$ cat src/design/tpct_pkg.sv
// shared types and constants for the task pool cancel tracker
`default_nettype none
package tpct_pkg;
    localparam logic [2:0] KIND_SUB_TASK   = 3'd0;
    localparam logic [2:0] KIND_SUB_GROUP  = 3'd1;
    localparam logic [2:0] KIND_START      = 3'd2;
    localparam logic [2:0] KIND_FINISH     = 3'd3;
    localparam logic [2:0] KIND_CAN_TASK   = 3'd4;
    localparam logic [2:0] KIND_CAN_GROUP  = 3'd5;
    localparam logic [2:0] KIND_QUERY      = 3'd6;

    localparam logic [1:0] ST_DONE     = 2'd0;
    localparam logic [1:0] ST_BAD      = 2'd1;
    localparam logic [1:0] ST_FULL     = 2'd2;
    localparam logic [1:0] ST_OVERFLOW = 2'd3;

    localparam logic [15:0] COUNT_MAX = 16'hFFFF;

    typedef struct packed {
        logic [2:0]  kind;
        logic [31:0] task_ident;
        logic [31:0] group_ident;
        logic [15:0] task_count;
        logic [5:0]  worker_slot;
    } req_t;

    typedef struct packed {
        logic       ok;
        logic [1:0] status;
    } rsp_t;
endpackage
`default_nettype wire

$ cat src/design/tpct_if.sv
// valid/ready channel carrying one payload
`default_nettype none
interface tpct_if #(parameter type payload_t = logic) ();
    logic     valid;
    logic     ready;
    payload_t data;
    modport source (output valid, output data, input ready);
    modport sink (input valid, input data, output ready);
endinterface
`default_nettype wire

$ cat src/design/tpct_table.sv
// one id table with a combinational read port and a single entry write port
`default_nettype none
module tpct_table #(
    parameter int ENTRIES = 16
) (
    input  wire logic                       clk,
    input  wire logic                       rst_n,
    input  wire logic [$clog2(ENTRIES)-1:0] rd_idx,
    output logic [31:0]                     rd_id,
    output logic [15:0]                     rd_wait,
    output logic [15:0]                     rd_run,
    output logic                            rd_canc,
    input  wire logic                       wr_en,
    input  wire logic [$clog2(ENTRIES)-1:0] wr_idx,
    input  wire logic [31:0]                wr_id,
    input  wire logic [15:0]                wr_wait,
    input  wire logic [15:0]                wr_run,
    input  wire logic                       wr_canc
);
    logic [31:0] ids_reg  [ENTRIES];
    logic [15:0] wait_reg [ENTRIES];
    logic [15:0] run_reg  [ENTRIES];
    logic [ENTRIES-1:0] canc_reg;

    assign rd_id   = ids_reg[rd_idx];
    assign rd_wait = wait_reg[rd_idx];
    assign rd_run  = run_reg[rd_idx];
    assign rd_canc = canc_reg[rd_idx];

    always_ff @(posedge clk or negedge rst_n)
    begin
        if (!rst_n)
        begin
            for (int i = 0; i < ENTRIES; i++)
            begin
                ids_reg[i]  <= '0;
                wait_reg[i] <= '0;
                run_reg[i]  <= '0;
            end
            canc_reg <= '0;
        end
        else if (wr_en)
        begin
            ids_reg[wr_idx]  <= wr_id;
            wait_reg[wr_idx] <= wr_wait;
            run_reg[wr_idx]  <= wr_run;
            canc_reg[wr_idx] <= wr_canc;
        end
    end
endmodule
`default_nettype wire

$ cat src/design/task_pool_cancel_tracker_core.sv
// top level: event sequencer with serial table search and worker slot store
//
// Usage: requests arrive on the req channel (kind, ids, count, worker slot),
// one response per request leaves on the rsp channel (ok, status).
// A request is taken only while the block is idle; the sequencer then reads
// the slot store, scans the selected table one entry per cycle looking for a
// live match and the lowest free entry, and writes back in the execute state.
// No new request is taken until its response has been taken. A query normally
// first loads its keys from the slot read before the scan starts.
// A request turned away before the scan (zero group count, slot out of range,
// query of an idle slot, unused kind) goes from the slot read state straight to
// the response state.
// The response is held in an output register until taken; a stalled receiver
// holds the block in that state and no new request is taken meanwhile.
// Reset clears every table entry, all slot busy bits and the sequencer state at once;
// no clearing pass follows, and the block is ready as soon as reset is released.
`default_nettype none
module task_pool_cancel_tracker_core #(
    parameter int TASK_ENTRIES  = 16,
    parameter int GROUP_ENTRIES = 16,
    parameter int WORKER_SLOTS  = 64
) (
    input wire logic clk,
    input wire logic rst_n,
    tpct_if.sink     req,
    tpct_if.source   rsp
);
    localparam int TW = $clog2(TASK_ENTRIES);
    localparam int GW = $clog2(GROUP_ENTRIES);
    localparam int IW = (TW > GW) ? TW : GW;
    localparam int SW = (WORKER_SLOTS > 64) ? 6 : $clog2(WORKER_SLOTS);

    localparam logic [2:0] S_IDLE = 3'd0;
    localparam logic [2:0] S_SLOT = 3'd1;
    localparam logic [2:0] S_SCAN = 3'd2;
    localparam logic [2:0] S_EXEC = 3'd3;
    localparam logic [2:0] S_RESP = 3'd4;

    logic [2:0] state_reg, state_next;
    tpct_pkg::req_t r_reg;
    logic [IW:0] idx_reg, idx_next;
    logic grp_reg, grp_next;
    logic [31:0] key_reg, key_next;
    logic hit_reg, hit_next, fre_reg, fre_next;
    logic [IW-1:0] hidx_reg, hidx_next, fidx_reg, fidx_next;
    logic [31:0] htid_reg; // slot task for finish
    logic sbusy_reg;
    tpct_pkg::rsp_t out_reg, out_next;

    // slot store
    logic [WORKER_SLOTS-1:0] busy_reg;
    logic [31:0] stask_mem [WORKER_SLOTS];
    logic [31:0] sgrp_mem  [WORKER_SLOTS];
    logic [31:0] stask_rd, sgrp_rd;
    logic [SW-1:0] sidx;
    logic slot_ok;
    logic slot_set, slot_clr;

    assign slot_ok = ({26'd0, r_reg.worker_slot} < 32'(WORKER_SLOTS));
    assign sidx = r_reg.worker_slot[SW-1:0];

    always_ff @(posedge clk)
    begin
        if (state_reg == S_SLOT)
        begin
            stask_rd <= stask_mem[sidx];
            sgrp_rd  <= sgrp_mem[sidx];
        end
        if (slot_set)
        begin
            stask_mem[sidx] <= r_reg.task_ident;
            sgrp_mem[sidx]  <= r_reg.group_ident;
        end
    end

    always_ff @(posedge clk or negedge rst_n)
    begin
        if (!rst_n)
            busy_reg <= '0;
        else if (slot_set)
            busy_reg[sidx] <= 1'b1;
        else if (slot_clr)
            busy_reg[sidx] <= 1'b0;
    end

    // tables
    logic [31:0] t_id, g_id;
    logic [15:0] t_w, t_r, g_w, g_r;
    logic t_c, g_c;
    logic [IW-1:0] ridx;
    logic wr_en;
    logic [31:0] w_id;
    logic [15:0] w_w, w_r;
    logic w_c;
    logic [IW-1:0] w_idx;

    assign ridx = (state_reg == S_SCAN) ? idx_reg[IW-1:0] : hidx_reg;

    tpct_table #(.ENTRIES(TASK_ENTRIES)) u_task (
        .clk(clk), .rst_n(rst_n), .rd_idx(ridx[TW-1:0]),
        .rd_id(t_id), .rd_wait(t_w), .rd_run(t_r), .rd_canc(t_c),
        .wr_en(wr_en && !grp_reg), .wr_idx(w_idx[TW-1:0]), .wr_id(w_id),
        .wr_wait(w_w), .wr_run(w_r), .wr_canc(w_c)
    );
    tpct_table #(.ENTRIES(GROUP_ENTRIES)) u_group (
        .clk(clk), .rst_n(rst_n), .rd_idx(ridx[GW-1:0]),
        .rd_id(g_id), .rd_wait(g_w), .rd_run(g_r), .rd_canc(g_c),
        .wr_en(wr_en && grp_reg), .wr_idx(w_idx[GW-1:0]), .wr_id(w_id),
        .wr_wait(w_w), .wr_run(w_r), .wr_canc(w_c)
    );

    logic [31:0] c_id;
    logic [15:0] c_w, c_r;
    logic c_c, c_live;
    logic [IW:0] n_ent;
    assign c_id = grp_reg ? g_id : t_id;
    assign c_w  = grp_reg ? g_w : t_w;
    assign c_r  = grp_reg ? g_r : t_r;
    assign c_c  = grp_reg ? g_c : t_c;
    assign c_live = (c_w != 16'd0) || (c_r != 16'd0);
    assign n_ent = grp_reg ? (IW+1)'(GROUP_ENTRIES) : (IW+1)'(TASK_ENTRIES);

    logic [16:0] add_sum;
    logic [15:0] add_amt;
    assign add_amt = (r_reg.kind == tpct_pkg::KIND_SUB_GROUP) ? r_reg.task_count : 16'd1;
    assign add_sum = {1'b0, c_w} + {1'b0, add_amt};

    assign req.ready = (state_reg == S_IDLE);
    assign rsp.valid = (state_reg == S_RESP);
    assign rsp.data  = out_reg;

    always_comb
    begin
        state_next = state_reg;
        idx_next = idx_reg;
        grp_next = grp_reg;
        key_next = key_reg;
        hit_next = hit_reg;
        fre_next = fre_reg;
        hidx_next = hidx_reg;
        fidx_next = fidx_reg;
        out_next = out_reg;
        wr_en = 1'b0;
        w_idx = hidx_reg;
        w_id = c_id;
        w_w = c_w;
        w_r = c_r;
        w_c = c_c;
        slot_set = 1'b0;
        slot_clr = 1'b0;
        case (state_reg)
            S_IDLE:
            begin
                if (req.valid)
                    state_next = S_SLOT;
            end
            S_SLOT:
            begin
                idx_next = '0;
                hit_next = 1'b0;
                fre_next = 1'b0;
                out_next = '{ok: 1'b0, status: tpct_pkg::ST_BAD};
                grp_next = (r_reg.group_ident != 32'd0);
                key_next = grp_next ? r_reg.group_ident : r_reg.task_ident;
                state_next = S_SCAN;
                case (r_reg.kind)
                    tpct_pkg::KIND_SUB_TASK:
                    begin
                        grp_next = 1'b0;
                        key_next = r_reg.task_ident;
                    end
                    tpct_pkg::KIND_SUB_GROUP:
                    begin
                        grp_next = 1'b1;
                        key_next = r_reg.group_ident;
                        if (r_reg.task_count == 16'd0)
                            state_next = S_RESP;
                    end
                    tpct_pkg::KIND_START, tpct_pkg::KIND_FINISH:
                    begin
                        if (!slot_ok)
                            state_next = S_RESP;
                    end
                    tpct_pkg::KIND_CAN_TASK:
                    begin
                        grp_next = 1'b0;
                        key_next = r_reg.task_ident;
                    end
                    tpct_pkg::KIND_CAN_GROUP:
                    begin
                        grp_next = 1'b1;
                        key_next = r_reg.group_ident;
                    end
                    tpct_pkg::KIND_QUERY:
                    begin
                        out_next = '{ok: 1'b0, status: tpct_pkg::ST_DONE};
                        if (!slot_ok || !busy_reg[sidx])
                            state_next = S_RESP;
                    end
                    default: state_next = S_RESP;
                endcase
            end
            S_SCAN:
            begin
                // query keys come from the slot read, ready now
                if (r_reg.kind == tpct_pkg::KIND_QUERY)
                begin
                    grp_next = (sgrp_rd != 32'd0);
                    key_next = grp_next ? sgrp_rd : stask_rd;
                    if (idx_reg == '0 && grp_next != grp_reg)
                        state_next = S_SCAN; // re-evaluate with the right table
                end
                if (r_reg.kind == tpct_pkg::KIND_QUERY && idx_reg == '0
                    && (grp_next != grp_reg || key_next != key_reg))
                begin
                    idx_next = '0;
                end
                else
                begin
                    if (!hit_reg && c_live && c_id == key_reg)
                    begin
                        hit_next = 1'b1;
                        hidx_next = idx_reg[IW-1:0];
                    end
                    if (!fre_reg && !c_live)
                    begin
                        fre_next = 1'b1;
                        fidx_next = idx_reg[IW-1:0];
                    end
                    idx_next = idx_reg + 1'b1;
                    if (idx_next == n_ent)
                        state_next = S_EXEC;
                end
            end
            S_EXEC:
            begin
                state_next = S_RESP;
                out_next = '{ok: 1'b0, status: tpct_pkg::ST_DONE};
                case (r_reg.kind)
                    tpct_pkg::KIND_SUB_TASK, tpct_pkg::KIND_SUB_GROUP:
                    begin
                        if (hit_reg)
                        begin
                            if (add_sum[16])
                                out_next.status = tpct_pkg::ST_OVERFLOW;
                            else
                            begin
                                wr_en = 1'b1;
                                w_w = add_sum[15:0];
                                out_next.ok = 1'b1;
                            end
                        end
                        else if (fre_reg)
                        begin
                            wr_en = 1'b1;
                            w_idx = fidx_reg;
                            w_id = key_reg;
                            w_w = add_amt;
                            w_r = 16'd0;
                            w_c = 1'b0;
                            out_next.ok = 1'b1;
                        end
                        else
                            out_next.status = tpct_pkg::ST_FULL;
                    end
                    tpct_pkg::KIND_START:
                    begin
                        if (!hit_reg || c_w == 16'd0)
                            out_next.status = tpct_pkg::ST_BAD;
                        else if (c_c)
                        begin
                            wr_en = 1'b1;
                            w_w = c_w - 16'd1;
                            w_c = !(w_w == 16'd0 && c_r == 16'd0);
                        end
                        else if (c_r == tpct_pkg::COUNT_MAX)
                            out_next.status = tpct_pkg::ST_OVERFLOW;
                        else
                        begin
                            wr_en = 1'b1;
                            w_w = c_w - 16'd1;
                            w_r = c_r + 16'd1;
                            slot_set = !sbusy_reg;
                            out_next.ok = 1'b1;
                        end
                    end
                    tpct_pkg::KIND_FINISH:
                    begin
                        if (!sbusy_reg || htid_reg != r_reg.task_ident || !hit_reg
                            || c_r == 16'd0)
                            out_next.status = tpct_pkg::ST_BAD;
                        else
                        begin
                            wr_en = 1'b1;
                            slot_clr = 1'b1;
                            w_r = c_r - 16'd1;
                            if (c_c)
                                w_c = !(w_r == 16'd0 && c_w == 16'd0);
                            else
                                out_next.ok = 1'b1;
                        end
                    end
                    tpct_pkg::KIND_CAN_TASK, tpct_pkg::KIND_CAN_GROUP:
                    begin
                        if (!hit_reg)
                            out_next.status = tpct_pkg::ST_BAD;
                        else
                        begin
                            wr_en = 1'b1;
                            w_c = 1'b1;
                            out_next.ok = 1'b1;
                        end
                    end
                    default: out_next.ok = hit_reg && c_c; // query
                endcase
            end
            S_RESP:
            begin
                if (rsp.ready)
                    state_next = S_IDLE;
            end
            default: state_next = S_IDLE;
        endcase
    end

    always_ff @(posedge clk)
    begin
        if (req.valid && req.ready)
            r_reg <= req.data;
        if (state_reg == S_SLOT)
            sbusy_reg <= busy_reg[sidx];
        if (state_reg == S_SCAN)
            htid_reg <= stask_rd;
        idx_reg <= idx_next;
        grp_reg <= grp_next;
        key_reg <= key_next;
        hit_reg <= hit_next;
        fre_reg <= fre_next;
        hidx_reg <= hidx_next;
        fidx_reg <= fidx_next;
        out_reg <= out_next;
    end

    always_ff @(posedge clk or negedge rst_n)
    begin
        if (!rst_n)
            state_reg <= S_IDLE;
        else
            state_reg <= state_next;
    end
endmodule
`default_nettype wire
$ cat src/flat_wrapper.sv
// flat-port wrapper written by rule: the top's interface ports become plain ports
module task_pool_cancel_tracker_core_flat 
#(
    parameter int TASK_ENTRIES  = 16,
    parameter int GROUP_ENTRIES = 16,
    parameter int WORKER_SLOTS  = 64
)
  (clk, rst_n, req_valid, req_data, req_ready, rsp_valid, rsp_data, rsp_ready);
  tpct_if req_i ();
  tpct_if rsp_i ();
  input wire logic clk;
  input wire logic rst_n;
  input wire logic [$bits(req_i.valid)-1:0] req_valid;
  input wire logic [$bits(req_i.data)-1:0] req_data;
  output wire logic [$bits(req_i.ready)-1:0] req_ready;
  output wire logic [$bits(rsp_i.valid)-1:0] rsp_valid;
  output wire logic [$bits(rsp_i.data)-1:0] rsp_data;
  input wire logic [$bits(rsp_i.ready)-1:0] rsp_ready;
  assign req_i.valid = req_valid;
  assign req_i.data = req_data;
  assign req_ready = req_i.ready;
  assign rsp_valid = rsp_i.valid;
  assign rsp_data = rsp_i.data;
  assign rsp_i.ready = rsp_ready;
  task_pool_cancel_tracker_core #(.TASK_ENTRIES(TASK_ENTRIES), .GROUP_ENTRIES(GROUP_ENTRIES), .WORKER_SLOTS(WORKER_SLOTS)) u_core (.clk(clk), .rst_n(rst_n), .req(req_i), .rsp(rsp_i));
endmodule
$ cat config.mk
export PLATFORM = sky130hd
export DESIGN_NAME = task_pool_cancel_tracker_core_flat
export DESIGN_NICKNAME = d
export VERILOG_FILES = /design/src/design/tpct_pkg.sv /design/src/design/tpct_if.sv /design/src/design/tpct_table.sv /design/src/design/task_pool_cancel_tracker_core.sv /design/src/flat_wrapper.sv
export SDC_FILE = /design/constraint.sdc
export NUM_CORES = 2
export LEC_CHECK = 0
export ABC_CLOCK_PERIOD_IN_PS = 6400
export BUFFER_PORTS_ARGS = -buffer_cell sky130_fd_sc_hd__buf_2
export CORE_MARGIN = 5
export CORE_UTILIZATION = 55
export CTS_CLUSTER_SIZE = 16
export DETAILED_ROUTE_END_ITERATION = 7
export PLACE_DENSITY = 0.75
export SLEW_MARGIN = 20
export SYNTH_ARGS = -nofsm -noshare
export SYNTH_HDL_FRONTEND = slang
export SYNTH_SLANG_ARGS = --single-unit
$ cat constraint.sdc
create_clock -name clk -period 6.4 [get_ports clk]
set_clock_uncertainty 0.1 [all_clocks]
set_input_delay 0.64 -clock clk [delete_from_list [all_inputs] [get_ports clk]]
set_output_delay 0.64 -clock clk [all_outputs]
set_load 0.01 [all_outputs]
Word level (Yosys, flattened, before mapping)
Cells that the tools add are included.
{ "word_totals": {"ff_bits": 1043, "inputBits": 5, "elab_cells": 137} }
{ "op_classes": {"n_addsub": 2, "magnitude_cmp": 3, "eq_ne": 10, "n_mux": 46, "bitwise": 2, "reduce_logical": 19} }
{ "op_table": {"columns": ["operator", "count"], "rows": [
  ["bitwise mux 256 bit", 2],
  ["bitwise mux 512 bit", 1],
  ["2-to-1 mux 16 bit", 12],
  ["2-to-1 mux 32 bit", 6],
  ["binary-select mux 16 bit (select 4 bit)", 2],
  ["binary-select mux 32 bit (select 4 bit)", 1],
  ["demux 32 bit (select 4 bit)", 1],
  ["demux 16 bit (select 4 bit)", 1],
  ["logical NOT 32 bit", 1],
  ["nonzero test 16 bit", 2],
  ["adder 16 x 1 -> 17 bit, second input constant", 1],
  ["2-to-1 mux 4 bit", 4],
  ["one-hot mux 3 bit (5 select lines)", 1],
  [">= comparator 5 bit, second input constant", 2],
  ["inverter 4 -> 5 bit", 2],
  ["one-hot mux 5 bit (2 select lines)", 1],
  ["2-to-1 mux 3 bit", 3],
  ["2-to-1 mux 1 bit", 8],
  ["!= test 2 x 1 -> 1 bit, second input constant", 4],
  ["AND reduction 2 bit", 4],
  ["== test 3 x 2 -> 1 bit, second input constant", 2],
  ["one-hot mux 1 bit (2 select lines)", 3],
  ["adder 5 x 1 -> 5 bit, second input constant", 1],
  ["== test 5 bit, second input constant", 1],
  ["10 further kinds", 16]
]} }

Depth between registers and ports, before layout
{ "logic_depth": {"depth_word": 12, "ltp_mapped": 21, "ltp_nobuf": 12} }

Cells and area by module
From an unflattened synthesis, not the netlist that was laid out.
{ "unflattened": {"cells_unflattened": 3079, "hier_area_um2": 48265.0} }
{ "by_module_without_submodules": {"columns": ["module", "n_inst", "cells_each", "area_per_inst_um2", "seq_area_each_um2"], "rows": [
  ["tpct_table", 1, 2826, 46241.8, 26025.0],
  ["task_pool_cancel_tracker_core", 1, 253, 2023.2, 555.5]
]} }

Worst setup path after synthesis
OpenSTA, ideal clock, no wires.
{ "synth_timing": {"path_kind": "flip-flop to flip-flop", "start": "register u_core.state_reg[0]", "end": "register u_core.fidx_reg[0] (enable)", "t_arrival_ns": 4.119, "required_ns": 5.939, "slack_ns": 1.820, "stages_incl_launch_ff": 16, "cell_sequence": "dfrtp_1 > buf_2 > or4b_2 > clkbuf_1 > o21ai_1 > buf_2 > buf_6 > clkbuf_1 > mux2i_1 > mux2i_1 > a32o_1 > a221oi_1 > nand4_1 > or4_1 > or3_1 > nor3_1"} }
{ "synth_between": {"elab_chain_len": 11} }
{ "synth_lines": {"columns": ["item", "line_no", "rtl"], "rows": [
  ["start, declared", "task_pool_cancel_tracker_core.sv:39", "logic [2:0] state_reg, state_next;"],
  ["start signal, assigned", "task_pool_cancel_tracker_core.sv:349", "state_reg <= state_next;"],
  ["== test 3 x 2 -> 1 bit (*)", "task_pool_cancel_tracker_core.sv:97, task_pool_cancel_tracker_core.sv:151", null],
  ["2-to-1 mux 4 bit", "task_pool_cancel_tracker_core.sv:97", "assign ridx = (state_reg == S_SCAN) ? idx_reg[IW-1:0] : hidx_reg;"],
  ["inverter 4 -> 5 bit (not written as such)", "tpct_table.sv:26, tpct_table.sv:27", null],
  ["binary-select mux 16 bit (select 4 bit) (on tied branches)", "tpct_table.sv:26, tpct_table.sv:27", null],
  ["2-to-1 mux 16 bit (on tied branches) (2 in series)", "tpct_table.sv:26, tpct_table.sv:27", null],
  ["nonzero test 16 bit", "task_pool_cancel_tracker_core.sv:120", "assign c_live = (c_w != 16'd0) || (c_r != 16'd0);"],
  ["logical OR 1 bit", "task_pool_cancel_tracker_core.sv:120", null],
  ["logical NOT 1 bit", "task_pool_cancel_tracker_core.sv:225", "if (!fre_reg && !c_live)"],
  ["logical AND 1 bit", "task_pool_cancel_tracker_core.sv:225", null],
  ["AND reduction 2 bit (no source line) (*)", null, null],
  ["end signal, assigned", "task_pool_cancel_tracker_core.sv:340", "fidx_reg <= fidx_next;"],
  ["end, declared", "task_pool_cancel_tracker_core.sv:45", "logic [IW-1:0] hidx_reg, hidx_next, fidx_reg, fidx_next;"]
]} }
Every way passes the cells marked *; elsewhere a longest branch is shown, timed or not. The select of a mux whose other input is x is not followed.
A chain may end at the register's enable or synchronous reset.

Worst setup path in the final report
{ "layout_timing": {"start": "register u_core.state_reg[1]", "end": "register u_core.hidx_reg[3] (enable)"} }
{ "layout_between": {"elab_chain_len": 11} }
{ "layout_lines": {"columns": ["item", "line_no", "rtl"], "rows": [
  ["== test 3 x 2 -> 1 bit (*)", "task_pool_cancel_tracker_core.sv:97, task_pool_cancel_tracker_core.sv:151", null],
  ["2-to-1 mux 4 bit", "task_pool_cancel_tracker_core.sv:97", null],
  ["inverter 4 -> 5 bit (not written as such)", "tpct_table.sv:25, tpct_table.sv:26, tpct_table.sv:27", null],
  ["binary-select mux 16 bit (select 4 bit) (on tied branches)", "tpct_table.sv:26, tpct_table.sv:27", null],
  ["2-to-1 mux 16 bit (on tied branches) (2 in series)", "tpct_table.sv:26, tpct_table.sv:27", null],
  ["nonzero test 16 bit", "task_pool_cancel_tracker_core.sv:120", null],
  ["logical OR 1 bit", "task_pool_cancel_tracker_core.sv:120", null],
  ["logical AND 1 bit (2 in series)", "task_pool_cancel_tracker_core.sv:220", "if (!hit_reg && c_live && c_id == key_reg)"],
  ["AND reduction 2 bit (no source line) (*)", null, null],
  ["end signal, assigned", "task_pool_cancel_tracker_core.sv:339", "hidx_reg <= hidx_next;"],
  ["end, declared", "task_pool_cancel_tracker_core.sv:45", null]
]} }
Marked as above.

==> results.txt <==
----------------------------------------------------
[Timing]
  Setup repair after global routing missed its margin ... false
  Slew @ Worst Pin ... 1.07 ns
  Number of pins with negative max-slew slack in the final report ... 0
  Setup Viol. Count Final ... 0
  Share of the clock period used by the worst path ... between 90% and 100%
  Final critical path time including I/O delays and setup ... 5.81 ns
  Hold Slack ... -0.0312 ns
  F_max ... 172 MHz
  Final-report hold violation count ... 19
  Post-Route Setup TNS ... 0 ns
  Slew HR ... 28.6%

[Power and ir drop]
  Sw Share ... about two fifths
  Leak Pwr ... 0.0240 µW
  Tot Pwr ... 24000 µW
  Pwr dens ... roughly 440 nW/µm²
  Worst vdd rail ir drop ... 0.337 mV
  Logic gate share of total power ... 36.2%
  Net Switching ... 9310 µW
  Fraction of power consumed by the clock network ... between 20% and 30%
  Sequential group share of total power ... a little under two fifths
  Design internal power ... 14700 µW

[Placement]
  Final HPWL DP ... just over 70000 µm
  IO buf count ... 6
  Cell area reported after detailed placement ... 50400 µm²
  Last weighted congestion value of the routability-driven placer ... 0.888

[Global route]
  Vias in the first global route ... 37.9k
  Global Route Usage Sum ... 27.5%
  Wire length of the first global-routing pass ... 211000 µm
  Global route total overflow ... 0
  Initial antenna violation count ... 0
  Largest net degree at the start of global routing ... 179

[Routing]
  DR iter-0 viols ... just under 4k
  Remaining DRCs ... 0
  Antenna-violating nets left ... 0
  Detailed-route wire length on metal 1 ... 54900 µm
  Number of detailed-route iterations in the first pass ... 6
  Top routing layer in use ... met4
  Total number of vias ... 38.2k
  Total Routed Length ... between 100000 and 150000 µm
  WL met3 ... 9720 µm
  Total length of routed met2 wires ... 62400 µm
  Wire per inst ... 21.2 µm
  Drt via density ... 6.16

[Clocking]
  Number of buffers created by CTS ... 106
  Number of H-tree levels ... 3
  Number of cells upsized or downsized after cts ... 0
  CTS tree ... done
  Setup bufs post-CTS ... 0
  Clock-pin slew on the worst setup and hold paths ... 0.06 ns
  Clock root cell ... sky130_fd_sc_hd__clkbuf_16
  Source-to-sink clock delay at the later pin of the worst-skew pair ... 0.67 ns
  CTS sink cnt ... 1043
  Total of hold buffers inserted after clock tree synthesis ... 0
  Maximum number of buffers from clock root to sink ... 3

[Run status]
  Result of the run ... finished with violations
  Failing checks ... hold timing

[Logic synthesis]
  Cells after synthesis ... 5179
  Number of warnings reported in the yosys synthesis log ... 0
  EDFF count, synth ... 16
  Syn nets ... 5188
  Async S/R FF share, synth ... between 90% and 100%
  Most used flip-flop cell after synthesis ... sky130_fd_sc_hd__dfrtp_1
  Share of the yosys chip area belonging to registers ... 53.1%
  Flip-flop and latch count after synthesis ... 1043
  Yosys cell types ... between 80 and 90
  Syn_area_per_cell ... 9.52 µm²
  Post-synth design cell area ... 49300 µm²

[Critical path]
  Element type at the critical path start ... flip-flop
  Arrival time at the worst endpoint ... 6.04 ns
  Largest fanout on the critical path ... 34
  Setup CP Type ... flip-flop to flip-flop
  Longest individual stage delay on the worst path ... 0.59 ns
  Crit-path cells ... or3b_4 -> inv_6 -> mux2i_4 -> buf_4 -> buf_4 -> and3_1 -> a31oi_1 -> a221oi_1 -> nand4_1 -> nor4_1 -> buf_4 -> o311ai_0 -> nor2_1
  Critical Path End Type ... flip-flop
  Kind of cell adding the most delay to the critical path ... simple AND/OR/NAND/NOR gates
  CP Buf/Inv Count ... 4
  Most repeated library cell on the critical path ... sky130_fd_sc_hd__buf_4
  Critical path data required time ... 6.64 ns
  Slowest CP cell ... sky130_fd_sc_hd__dfrtp_1

[Die]
  Ports ... 8
  Rows ... 109
  Floorplan Core Area ... 88600 µm²
  Chip height ... 309 µm
  Starting Density ... 55.6%
  Die area ... around 96000 µm²
  Width of the chip ... 309 µm

[Hold path]
  Min-Delay Path Class ... input port to async pin

[Layout]
  FILL cells ... 7248
  Count of nets after finishing ... 4958
  Area growth syn-to-layout ... 9.87%
  Flip-flop count of the largest register, all copies and words added ... just over 500
  Design Area, Final ... approximately 54000 µm²
  Layout cell share with drive strength beyond 1 ... 10.8%

[Job]
  Number of max-cap violations ... 0

----------------------------------------------------
==> cells in the final DEF (no fill, tap or decap), types with 80 or more instances in the layout <==
master                      Yosys  routed
sky130_fd_sc_hd__and3_1        92      92
sky130_fd_sc_hd__o21ai_0      898     892
sky130_fd_sc_hd__a31oi_1       80      80
sky130_fd_sc_hd__mux2_2       132     131
sky130_fd_sc_hd__mux2i_1      320     317
sky130_fd_sc_hd__clkbuf_16      0     110
sky130_fd_sc_hd__dfrtp_1     1027    1027
sky130_fd_sc_hd__buf_4         10      83
sky130_fd_sc_hd__nand3_1      108     108
sky130_fd_sc_hd__nand2_1     1485    1484
==> cells in the mapped netlist (5+ instances only) <==
library cell | instances | area [µm²]
sky130_fd_sc_hd__nor3_1 | 51 | 255
sky130_fd_sc_hd__o21ai_0 | 898 | 4490
sky130_fd_sc_hd__mux2_2 | 132 | 1490
sky130_fd_sc_hd__nor2b_1 | 7 | 43.8
sky130_fd_sc_hd__buf_1 | 30 | 113
sky130_fd_sc_hd__nand4_1 | 14 | 87.6
sky130_fd_sc_hd__a32o_1 | 31 | 310
sky130_fd_sc_hd__and3_1 | 92 | 576
sky130_fd_sc_hd__edfxtp_1 | 16 | 480
sky130_fd_sc_hd__a221oi_1 | 32 | 280
sky130_fd_sc_hd__o221ai_1 | 8 | 70.1
sky130_fd_sc_hd__nand2b_1 | 51 | 319
sky130_fd_sc_hd__a311o_1 | 7 | 70.1
sky130_fd_sc_hd__o211ai_1 | 15 | 113
sky130_fd_sc_hd__mux2i_1 | 320 | 3200
sky130_fd_sc_hd__nor2_1 | 45 | 169
sky130_fd_sc_hd__a211oi_1 | 8 | 60.1
sky130_fd_sc_hd__or3_1 | 5 | 31.3
sky130_fd_sc_hd__inv_1 | 25 | 93.8
sky130_fd_sc_hd__mux4_2 | 54 | 1220
sky130_fd_sc_hd__buf_2 | 174 | 871
sky130_fd_sc_hd__o31ai_1 | 9 | 67.6
sky130_fd_sc_hd__o21ai_1 | 29 | 145
sky130_fd_sc_hd__nand3_1 | 108 | 541
sky130_fd_sc_hd__o211a_1 | 5 | 50.1
sky130_fd_sc_hd__clkbuf_1 | 250 | 938
sky130_fd_sc_hd__a31oi_1 | 80 | 500
sky130_fd_sc_hd__a21oi_1 | 34 | 170
sky130_fd_sc_hd__dfrtp_1 | 1027 | 25700
sky130_fd_sc_hd__mux2_4 | 8 | 120
sky130_fd_sc_hd__nand2_1 | 1485 | 5570
sky130_fd_sc_hd__buf_4 | 10 | 75.1
sky130_fd_sc_hd__a311oi_1 | 23 | 201
sky130_fd_sc_hd__nor4_1 | 8 | 50.1
==> power by group through the flow <==
stage               clock (µW)  sequential [µW]  combinational [µW]
floorplan                    0             8660                6050
global placement             0             8810                8380
detailed placement           0             8890                8520
CTS                       6540             8790                8580
global route              6840             8970                9420
finish                    6480             8820                8670
==> metrics by stage <==
stage          setup slack [ns]  cells  util [%]
3_3_place_gp              0.786   6005      56.9
2_1_floorplan              1.82   5179         -
6_report                  0.594   6203      61.1
4_1_cts                   0.680   6201      61.1
5_1_grt                   0.386   6202      61.1
3_5_place_dp              0.772   6005      56.9
==> path summary, 6_finish.rpt <==
kind                            slack (ns)                                    from                                      to  cells after the start
worst min-delay path                 -0.03                                   rst_n  u_core.u_task.ids_reg[187]$_DFFE_PN0P_                      1
worst max-delay path                  0.59         u_core.state_reg[1]$_DFFE_PN0P_            u_core.hidx_reg[3]$_DFFE_PP_                     13
worst min register to register        0.38  u_core.u_task.ids_reg[125]$_DFFE_PN0P_  u_core.u_task.ids_reg[125]$_DFFE_PN0P_                      2
min in group clk                      0.14                               rsp_ready         u_core.state_reg[2]$_DFFE_PN0P_                      3
worst max register to register        0.59         u_core.state_reg[1]$_DFFE_PN0P_            u_core.hidx_reg[3]$_DFFE_PP_                     13
max in group asynchronous             4.68                                   rst_n  u_core.u_task.ids_reg[372]$_DFFE_PN0P_                      2
==> per-layer routing <==
| layer | vias up | track usage [%] |
|---|---|---|
| met5 | - | 0 |
| met4 | 0 | 8.64 |
| met3 | 315 | 4.49 |
| met2 | 1555 | 45.2 |
| met1 | 18900 | 38.0 |
| li1 | 17400 | - |
==> cell type report <==
cell class	instances	area (µm²)	share of cell area, %
Multi-Input combinational cell	3642	21200	39.2
Tap cell	1165	1460	2.69
Timing Repair Buffer	130	1490	2.75
Inverter	26	103	0.189
Antenna cell	1	2.50	0.00462
Clock buffer	161	3240	5.99
Clock inverter	35	444	0.820
Sequential cell	1043	26200	48.3
==> cell families after synthesis <==
logic type / count (synthesis) / synth area share, %
AO/OA/AOI/OAI: 1229 / 14.2
XOR/XNOR: 5 / 0.0888
adder cells (fa/ha/maj): 4 / 0.102
buffers and inverters: 494 / 4.35
flip-flops: 1043 / 53.1
multiplexers: 515 / 12.3
AND/OR/NAND/NOR: 1889 / 15.9
Power figures use the tool's default switching activity.
